### config.mk
export PLATFORM = sky130hd
export DESIGN_NAME = thdt_ctrl
export DESIGN_NICKNAME = d
export VERILOG_FILES = /design/src/design/thdt_pkg.sv /design/src/design/thdt_ctrl.sv
export SDC_FILE = /design/constraint.sdc
export NUM_CORES = 1
export LEC_CHECK = 0
export BUFFER_PORTS_ARGS = -buffer_cell sky130_fd_sc_hd__buf_2
export CORE_MARGIN = 5
export CORE_UTILIZATION = 26
export DETAILED_ROUTE_END_ITERATION = 6
export SLEW_MARGIN = 10
export SYNTH_ARGS = -nofsm -noshare
export SYNTH_HDL_FRONTEND = slang
export SYNTH_SLANG_ARGS = --single-unit
### constraint.sdc
create_clock -name clk -period 11.26 [get_ports clk]
set_input_delay 0 -clock clk [delete_from_list [all_inputs] [get_ports clk]]
set_output_delay 0 -clock clk [all_outputs]
set_load 0.05 [all_outputs]
### src/design/thdt_pkg.sv
// Package for the trace hash dedup table: sizes, hash constants and codes.
// Used by the datapath, the controller and the top level.
package thdt_pkg;
  localparam int TableSlots = 1024;
  localparam int SlotBits = $clog2(TableSlots);
  localparam int MaxFrames = 1024;
  localparam logic [63:0] MIX_MUL = 64'hc6a4a7935bd1e995;
  localparam int MixShift = 47;
  localparam logic [63:0] OVERFLOW_ID = 64'h7fffffffffffffff;
  localparam logic [63:0] DROPPED_ID = 64'd1;

  typedef enum logic [1:0] {
    OUT_FOUND    = 2'd0,
    OUT_NEW      = 2'd1,
    OUT_OVERFLOW = 2'd2,
    OUT_DROPPED  = 2'd3
  } outcome_t;

  typedef enum logic [3:0] {
    OP_NONE,
    OP_SEED,
    OP_MUL_K1,
    OP_MUL_K2,
    OP_MUL_H,
    OP_FIN1,
    OP_PROBE_START,
    OP_PROBE_NEXT,
    OP_INSERT,
    OP_CLEAR_START,
    OP_CLEAR_STEP
  } dp_op_t;

  typedef struct packed {
    dp_op_t op;
    logic   mul_start;
  } dp_cmd_t;

  typedef struct packed {
    logic mul_done;
    logic key_match;
    logic key_empty;
    logic probe_last;
    logic clear_last;
    logic hash_zero;
  } dp_status_t;
endpackage

### src/design/thdt_ctrl.sv
// Controller state machine for the trace hash dedup table.
// Uses thdt_pkg; drives the datapath by command and reads its status.
module thdt_ctrl (
  input  logic                 clk,
  input  logic                 rst,
  input  logic                 start,
  input  logic                 action,
  input  logic [10:0]          frame_count,
  input  logic                 last_word,
  output logic                 busy,
  output thdt_pkg::dp_cmd_t    cmd,
  input  thdt_pkg::dp_status_t status,
  input  logic [63:0]          id_read,
  input  logic [63:0]          id_new,
  output logic                 done,
  output logic [63:0]          result_id,
  output logic [1:0]           outcome
);
  import thdt_pkg::*;

  typedef enum logic [3:0] {
    S_IDLE, S_K1, S_K2, S_H, S_FIN1, S_FIN2, S_DECIDE, S_PROBE, S_WAIT,
    S_CLEAR
  } state_t;

  state_t state;
  logic first, none, bad, last_q;
  logic [31:0] overflow_count;
  logic [10:0] entry_count;

  assign busy = (state != S_IDLE);

  always_comb begin
    cmd.op = OP_NONE;
    cmd.mul_start = 1'b0;
    case (state)
      S_IDLE: begin
        if (start && action) begin
          cmd.op = OP_CLEAR_START;
        end else if (start) begin
          if (first) cmd.op = OP_SEED;
          cmd.mul_start = !(first ? (frame_count == 11'd0) : none);
        end
      end
      S_K1: begin
        cmd.op = OP_MUL_K1;
        cmd.mul_start = status.mul_done;
      end
      S_K2: begin
        cmd.op = OP_MUL_K2;
        cmd.mul_start = status.mul_done;
      end
      S_H: begin
        cmd.op = OP_MUL_H;
        cmd.mul_start = status.mul_done && last_q;
      end
      S_FIN1:   cmd.op = OP_FIN1;
      S_DECIDE: cmd.op = OP_PROBE_START;
      S_PROBE: begin
        if (status.key_match) cmd.op = OP_NONE;
        else if (status.key_empty) cmd.op = OP_INSERT;
        else if (!status.probe_last) cmd.op = OP_PROBE_NEXT;
      end
      S_CLEAR:  cmd.op = OP_CLEAR_STEP;
      default:  cmd.op = OP_NONE;
    endcase
  end

  always_ff @(posedge clk) begin
    if (rst) begin
      state <= S_CLEAR;
      first <= 1'b1;
      none <= 1'b0;
      bad <= 1'b0;
      last_q <= 1'b0;
      done <= 1'b0;
      overflow_count <= '0;
      entry_count <= '0;
    end else begin
      done <= 1'b0;
      case (state)
        S_IDLE: begin
          if (start && action) begin
            first <= 1'b1;
            none <= 1'b0;
            bad <= 1'b0;
            overflow_count <= '0;
            entry_count <= '0;
            state <= S_CLEAR;
          end else if (start) begin
            first <= 1'b0;
            last_q <= last_word;
            if (first) begin
              none <= (frame_count == 11'd0);
              bad <= (frame_count > 11'(MaxFrames));
            end
            if (cmd.mul_start) state <= S_K1;
            else if (last_word) state <= S_FIN2;
          end
        end
        S_K1: if (status.mul_done) state <= S_K2;
        S_K2: if (status.mul_done) state <= S_H;
        S_H: begin
          if (status.mul_done) state <= last_q ? S_FIN1 : S_IDLE;
        end
        S_FIN1: if (status.mul_done) state <= S_FIN2;
        S_FIN2: begin
          first <= 1'b1;
          none <= 1'b0;
          bad <= 1'b0;
          if (bad || status.hash_zero) begin
            done <= 1'b1;
            result_id <= DROPPED_ID;
            outcome <= OUT_DROPPED;
            state <= S_IDLE;
          end else begin
            state <= S_DECIDE;
          end
        end
        S_DECIDE: state <= S_WAIT;
        S_WAIT: state <= S_PROBE;
        S_PROBE: begin
          if (status.key_match) begin
            done <= 1'b1;
            result_id <= id_read;
            outcome <= OUT_FOUND;
            state <= S_IDLE;
          end else if (status.key_empty) begin
            done <= 1'b1;
            result_id <= id_new;
            outcome <= OUT_NEW;
            if (entry_count != 11'd2047) entry_count <= entry_count + 11'd1;
            state <= S_IDLE;
          end else if (status.probe_last) begin
            done <= 1'b1;
            result_id <= OVERFLOW_ID;
            outcome <= OUT_OVERFLOW;
            overflow_count <= overflow_count + 32'd1;
            state <= S_IDLE;
          end else begin
            state <= S_WAIT;
          end
        end
        S_CLEAR: if (status.clear_last) state <= S_IDLE;
        default: state <= S_IDLE;
      endcase
    end
  end
endmodule

======== After elaboration in Yosys (flattened, before gate mapping) ========
Index checks and enable logic that the tools add are counted.
word-level totals
  register bits after elaboration ......... 75
  bits of input ports ..................... 150
  output and inout bits ................... 73
  word-level logic and storage cells ...... 95
cells by class
  order comparisons ....................... 1
  eq/ne operators ......................... 19
  muxes and demuxes ....................... 50
  bitwise logic cells ..................... 2
  reduce and logical (&&, ||, !) cells .... 15
operators with widths
  cell                                                   number
  two-way mux 64 bit                                     4
  one-hot mux 64 bit (2 select lines)                    1
  two-way mux 4 bit                                      15
  one-hot mux 4 bit (10 select lines)                    1
  one-hot mux 4 bit (8 select lines)                     1
  == test 4 x 3 -> 1 bit, second input constant          4
  two-way mux 1 bit                                      14
  != test 2 bit, second input constant                   6
  greater-than comparator 11 bit, second input constant  1
  zero test 11 bit                                       1
  two-way mux 3 bit                                      3
  == test 4 x 2 -> 1 bit, second input constant          2
  == test 4 bit, second input constant                   2
  two-way mux 2 bit                                      4
  != test 4 bit, second input constant                   2
  one-hot mux 1 bit (2 select lines)                     4
  AND reduction 7 bit                                    1
  != test 3 bit, second input constant                   2
  AND reduction 3 bit                                    2
  two-way mux 5 bit                                      1
  == test 4 x 1 -> 1 bit, second input constant          1
  zero test 4 bit                                        1
  one-hot mux 2 bit (2 select lines)                     1
  AND reduction 4 bit                                    1
  other kinds (9)                                        12

======== Logic depth before layout (Yosys ltp) ========
Gate-level depths: netlist of the first run.
  depth after elaboration ................. 10
  depth in mapped cells ................... 7
  gate-level depth less buffers ........... 6

======== Worst setup path after synthesis of the first run ========
Ideal clock, no wire load.
  kind .................................... reg-to-reg
  start ................................... register state[2]
  end ..................................... register outcome[0] (enable)
  library setup time ...................... 0.653 ns
  arrival time ............................ 7.233 ns
  data required time ...................... 10.607 ns
  path slack .............................. 3.374 ns
  cell stages (with the launch flop) ...... 5
  path through ............................ dfxtp_1 > buf_2 > buf_1 > nand2_1 > nor4_1
between the ends
  longest elaborated chain between the ends .. 3
  elaborated cells on any way between the ends .. 6
  classes of those cells .................. eq/ne: 4; reduce/logical: 2
ends and longest elaborated chain
  what                                             line              source
  start: declaration                               thdt_ctrl.sv:26   state_t state;
  start signal: assignment                         thdt_ctrl.sv:104  if (status.mul_done) state <= last_q ? S_FIN1 : S_IDLE;
  == test 4 x 3 -> 1 bit                           thdt_ctrl.sv:81   case (state)
  != test 4 bit (no line) (tied with other cells)  --
  AND reduction 4 bit (no line) *                  --
  end signal: assignment                           thdt_ctrl.sv:114  outcome <= OUT_DROPPED;
  end signal: assignment                           thdt_ctrl.sv:126  outcome <= OUT_FOUND;
  end signal: assignment                           thdt_ctrl.sv:131  outcome <= OUT_NEW;
  end: declaration                                 thdt_ctrl.sv:17   output logic [1:0] outcome
Every way passes the cells marked *; elsewhere a longest branch is shown, timed or not.
A chain may end at the register's enable or synchronous reset.

======== Worst setup path in the final report of the first run ========
  start ................................... input port status[4] (netlist bit)
  end ..................................... register result_id[1], data pin
between the ends
  longest elaborated chain between the ends .. 2
ends and longest elaborated chain
  what                                 line              source
  start: declaration                   thdt_ctrl.sv:12   input thdt_pkg::dp_status_t status,
  two-way mux 64 bit                   thdt_ctrl.sv:123  if (status.key_match) begin
  one-hot mux 64 bit (2 select lines)  thdt_ctrl.sv:81
  end signal: assignment               thdt_ctrl.sv:125  result_id <= id_read;
  end signal: assignment               thdt_ctrl.sv:130  result_id <= id_new;
  end: declaration                     thdt_ctrl.sv:16   output logic [63:0] result_id,
No other way between the ends.

==> impl_metrics.json, run 1 <==
{
  "htree_levels": 3,
  "final_common_cell": "buf_2",
  "ys_types": 42,
  "synthToLayoutAreaGrowth_pct": 76.0,
  "fmax_mhz": 396,
  "required_ns": 11.32,
  "synth-edff-count": 66,
  "slowest_delay_ns": 0.76,
  "fin_skew_ns": 0.00728,
  "holdWs_ns": -0.00371,
  "gp_congestion": 0.845,
  "grt.overflow.total": 0,
  "ir_drop_uv": 79.1,
  "numCtsBuffers": 9,
  "start_util_pct": 26.4,
  "cts_tree": "done",
  "netlist_instances": 326,
  "drt_iter0_markers": 202,
  "grt_max_degree": 64,
  "netlist_top_cells_area": "edfxtp_1, o22ai_1, nor2_1, dfxtp_1, clkbuf_1",
  "crit_chain": "buf_2, inv_2, nand2_4, o22ai_1, dlygate4sd3_1, nor2_1",
  "placementRows": 42,
  "antenna_found_initial": 0,
  "path_class": "in -> reg",
  "routed_wl_mm": 12.9,
  "fill_cells": 1227,
  "grt_pass1_vias": 4087,
  "fin_crit_ns": 2.53,
  "dieWidth_um": 125,
  "hold_class": "in -> reg",
  "violations": "negative hold slack",
  "dp_hpwl_mm": 8.40,
  "cp_slowest_cell": "inv_2",
  "dp_cells": 702,
  "rsz0062_at_grt": "false",
  "async_flop_share_pct": 0,
  "area.sequential_um2": 2160,
  "syn_nets": 476,
  "clock_sinks": 75,
  "clockBufferDepth": 2,
  "leakage_uw": 0.00259,
  "multi_input_area_um2": 1190,
  "finalNonFillerCells": 822,
  "setup_viol": 0,
  "n_antenna_cell": 0,
  "slew_viol_final": 0,
  "viasPerCell": 4.76,
  "layout_setup_ws_ns": 8.73,
  "wl_per_cell_um": 15.7,
  "vias": 3916,
  "endpoint_kind": "register",
  "path_buf_inv": 3,
  "syn_area_um2": 3470,
  "fin_crit_sh_pct": 22.4,
  "core_area_um2": 13100,
  "fin_nets": 791,
  "crit_fanout": 63,
  "cts_setup_buffers": 0,
  "route.detailed.drc": 0,
  "finalCoreUtilization_pct": 46.4,
  "die_y_um": 125,
  "synthFlopType": "edfxtp_1",
  "ys_seq_area_share_pct": 62.4,
  "pre_cts_ws_ns": 8.27,
  "ant_nets": 0,
  "final_hold_viol_count": 1,
  "clk_pin_slew_worst_paths_ns": 0.07,
  "final_cell_mix": "buf_2, dlygate4sd3_1, nor2_1",
  "synth.top_cell.area_share_pct": 57.2,
  "synth_top_area_cell": "edfxtp_1",
  "firstDrtPassIters": 6,
  "yosys_warnings": 0,
  "postSynthAreaPerCell_um2": 10.6,
  "ios": 223,
  "port_buffers": 222,
  "grt_first_pass_wirelength_mm": 20.6,
  "dieArea_um2": 15700,
  "clock_latency_ns": 0.34,
  "drive_above_1_share_pct": 39.2,
  "worstMarginPinSlew_ns": 1.09,
  "cpLargestDelayFamily": "buffers and inverters",
  "drv_cap": 0,
  "synth-seq-cells": 75,
  "p_per_area_nw_per_um2": 151,
  "status": "finished with violations",
  "tns_ns": 0,
  "cts-root-buf": "clkbuf_16",
  "start_kind": "input pin",
  "worstPathArrival_ns": 2.59,
  "slew_headroom_pct": 27.3,
  "track_usage_pct": 16.3
}
-- worst min-delay path, delay by kind of cell --
kind,cells,cell delay (ns)
AOI/OAI and AO/OA,1,0.07
buffers and inverters,1,0.08
and+or+nand+nor,1,0.08
-- cells by family after synthesis --
kind of cell	synth area share [%]
buffers and inverters	3.75
flip-flops	62.4
AND/OR/NAND/NOR	15.8
XOR/XNOR	0.253
AO/OA/AOI/OAI	17.8
-- layer usage --
metal	up-vias	track usage (%)	wire length [µm]
met4	0	7.65	378
met2	183	27.5	6290
met5	-	0	0
li1	1878	-	-
met1	1822	18.8	5230
met3	33	4.99	974
-- power by group --
| group | total (µW) | internal, µW | switching (µW) |
|---|---|---|---|
| Sequential | 351 | 320 | 30.5 |
| Combinational | 255 | 102 | 153 |
| Clock | 315 | 196 | 119 |
| Total | 921 | 618 | 303 |
-- metrics by stage --
stage	total power (µW)	cell area, µm²
after CTS	929	6100
final	921	6100
after floorplan	514	3470
after detailed placement	577	4730
after global placement	575	4730
after global routing	967	6100
-- repair_timing --
item / in CTS / in global routing
resized for setup: 0 / 0
endpoints found under the hold margin: 62 / 0
hold buffers: 104 / 0
endpoints found under the setup margin: 0 / 0
-- sequential cells by signal (all words and copies together), names as in the netlist --
signal and cells:
state 4, done 1, first 1, outcome 2, bad 1, result_id 64, none 1, last_q 1
-- worst paths after layout --
check             slack, ns                     endpoint  cells after the start             startpoint
hold reg to reg        0.49            none$_SDFFE_PP0P_                      2      none$_SDFFE_PP0P_
setup / recovery       8.73   result_id[1]$_SDFFCE_PN0P_                      6              status[4]
setup reg to reg       8.79  result_id[51]$_SDFFCE_PN0P_                      6  state[3]$_SDFFE_PP1P_
hold / removal       -0.004  result_id[21]$_SDFFCE_PN0P_                      3            id_read[21]
-- synthesized netlist by cell type (all sizes together) (4+ instances only) --
cell	instances
nand3	6
o21ai	9
edfxtp	66
clkbuf	19
a21oi	8
a221oi	4
nand2	17
o22ai	61
nor4	6
nor2b	4
nor3	4
inv	8
buf	6
dfxtp	9
nor2	75
-- layout make-up --
class | instances | share of cell area, %
Timing Repair Buffer | 329 | 35.6
Clock buffer | 9 | 3.69
Multi-Input combinational cell | 218 | 19.5
Sequential cell | 75 | 35.4
Inverter | 8 | 0.492
Tap cell | 176 | 3.61
Clock inverter | 7 | 1.66
(Power assumes the default switching activity.)
==> run 2, diff against run 1 <==
Settings changed: ABC_AREA from default to 1.
Clock period 11.26 ns to 2.3 ns, I/O delays scaled along.
==> run 2 against run 1 <==
The flow now finishes without violations. Worst setup slack got worse by 8.5 ns. Non-clock buffer count fell by 84. Global-route usage down 3.2 points. Critical endpoint is now result_id[63]$_SDFFCE_PN0P_.
==> impl_metrics.json, run 2 <==
{
  "start_util_pct": 26.1,
  "netlist_top_cells_area": "edfxtp_1, o221a_2, dfxtp_1, nand2_1, inv_1",
  "final_hold_viol_count": 0,
  "final_common_cell": "buf_2",
  "ys_seq_area_share_pct": 60.3,
  "track_usage_pct": 13.1,
  "viasPerCell": 4.75,
  "synthFlopType": "edfxtp_1",
  "cts-root-buf": "clkbuf_16",
  "worstMarginPinSlew_ns": 0.556,
  "ys_types": 29,
  "cp_slowest_cell": "dlygate4sd3_1",
  "final_cell_mix": "buf_2, edfxtp_1, o221a_2",
  "syn_nets": 429,
  "grt_max_degree": 67,
  "crit_chain": "nand2_1, nor2_4, buf_6, a32oi_1, dlygate4sd3_1, inv_1",
  "drt_iter0_markers": 149,
  "drive_above_1_share_pct": 63.3,
  "total_power_uw": 4160,
  "grt_pass1_vias": 3270,
  "dieWidth_um": 127,
  "antenna_found_initial": 0,
  "fin_crit_ns": 2.04,
  "synth_xor_area_share_pct": 0,
  "ios": 223,
  "postSynthAreaPerCell_um2": 12.9,
  "gp_congestion": 0.925,
  "drv_cap": 0,
  "dieArea_um2": 16200,
  "synth_common_cells": "edfxtp_1, o221a_2, nand2_1, inv_1, nor2_1",
  "netlist_instances": 279,
  "leakage_uw": 0.00241,
  "slew_headroom_pct": 62.9,
  "p_per_area_nw_per_um2": 771,
  "rsz0062_at_grt": "false",
  "ir_drop_uv": 1060,
  "start_kind": "register",
  "fin_skew_ns": 0.00877,
  "fin_nets": 666,
  "endpoint_kind": "register",
  "path_class": "reg -> reg",
  "muxShareOfSynthArea_pct": 0,
  "status": "completed",
  "synth.top_cell.area_share_pct": 55.3,
  "dp_hpwl_mm": 8.35,
  "worstPathArrival_ns": 2.25,
  "yosys.area_share.simple_pct": 11.5,
  "clock_sinks": 75,
  "ant_nets": 0,
  "synth_top_area_cell": "edfxtp_1",
  "die_y_um": 127,
  "slew_viol_final": 0,
  "setup_viol": 0,
  "async_flop_share_pct": 0,
  "fill_cells": 1334,
  "clk_pin_slew_worst_paths_ns": 0.06,
  "clock_latency_ns": 0.33,
  "core_area_um2": 13700,
  "wl_per_cell_um": 16.0,
  "slowest_delay_ns": 0.58,
  "n_antenna_cell": 0,
  "grt_first_pass_wirelength_mm": 16.6,
  "required_ns": 2.51,
  "cts_setup_buffers": 0,
  "syn_area_um2": 3590,
  "cts_tree": "done",
  "htree_levels": 3,
  "synth-seq-cells": 75,
  "largest_register_ffs": 64,
  "routed_wl_mm": 11.2,
  "synth_top_family_by_area": "compound AO/OA/AOI/OAI gates",
  "synth-edff-count": 66,
  "vias": 3328,
  "synthToLayoutAreaGrowth_pct": 50.4,
  "clockBufferDepth": 2,
  "yosys_warnings": 0,
  "fin_crit_sh_pct": 88.7,
  "synth_compound_area_share_pct": 22.4,
  "holdWs_ns": 0.0168,
  "port_buffers": 222,
  "top_register": "result_id",
  "route.detailed.drc": 0,
  "firstDrtPassIters": 4,
  "hold_class": "in -> reg",
  "top_regs": "result_id: 64 flops, state: 4 flops, outcome: 2 flops",
  "synth_fa_ha_area_share_pct": 0,
  "numCtsBuffers": 9,
  "crit_fanout": 66,
  "grt.overflow.total": 0,
  "fmax_mhz": 490,
  "yosysMostFrequentCell": "edfxtp_1",
  "placementRows": 43
}
==> run 2: kinds of logic (layout without fill, tap and decap cells) <==
logic type	Yosys count	in the layout
compound gates	79	79
buf+inv	45	286
simple gates	80	80
flops	75	75
==> run 2: repair_timing <==
| action | in CTS | in global routing |
|---|---|---|
| gates resized for setup | 0 | 1 |
| hold buffers | 18 | 1 |
| endpoints found under the hold margin | 15 | 1 |
| setup endpoints to repair | 0 | 1 |
==> run 2: path summary, 6_finish.rpt <==
| path | to | cells past startpoint | from | slack (ns) |
|---|---|---|---|---|
| max | result_id[63]$_SDFFCE_PN0P_ | 6 | state[0]$_SDFFE_PP1P_ | 0.26 |
| min | result_id[29]$_SDFFCE_PN0P_ | 2 | id_read[29] | 0.02 |
| max reg2reg | result_id[63]$_SDFFCE_PN0P_ | 6 | state[0]$_SDFFE_PP1P_ | 0.26 |
| min reg2reg | none$_SDFFE_PP0P_ | 2 | none$_SDFFE_PP0P_ | 0.49 |
==> run 2: through the flow <==
stage / worst slack [ns] / area, µm² / instances / util [%] / setup TNS [ns]
after floorplan: -1.07 / 3610 / 279 / - / -70.75
after global placement: 0.538 / 4890 / 666 / 35.7 / 0
after detailed placement: 0.472 / 4890 / 666 / 35.7 / 0
after CTS: 0.0467 / 5380 / 699 / 39.2 / 0
after global routing: 0.0963 / 5390 / 700 / 39.3 / 0
final: 0.260 / 5390 / 700 / 39.3 / 0
==> run 2: layer usage <==
layer | part of all wire, % | vias to the layer above | track usage (%)
met3 | 9.1 | 13 | 3.85
li1 | - | 1581 | -
met1 | 41 | 1560 | 16.0
met4 | 1.4 | 0 | 4.86
met2 | 48 | 174 | 21.8
met5 | 0 | - | 0
==> run 2: cell type report <==
class,instances,area (µm²),area share [%]
clock buffer,9,225,4.18
clock inverter,6,81.3,1.51
inverter,26,100,1.86
multi-input combinational,159,1240,22.9
sequential,75,2160,40.1
tap,180,225,4.18
timing repair buffer,245,1360,25.2
==> run 2: worst max-delay path: cells and delay by family, from the launching register on <==
family                 cells  cell delay [ns]
flip-flops                 1             0.41
AND/OR/NAND/NOR            2             0.32
buffers and inverters      3             1.02
AO/OA/AOI/OAI              1             0.15
==> run 2: power breakdown <==
group	leakage [µW]	internal, µW	switching (µW)
registers	0.000682	1560	50.6
logic	0.00158	351	745
clock network	0.000149	935	521
total	0.00241	2840	1320
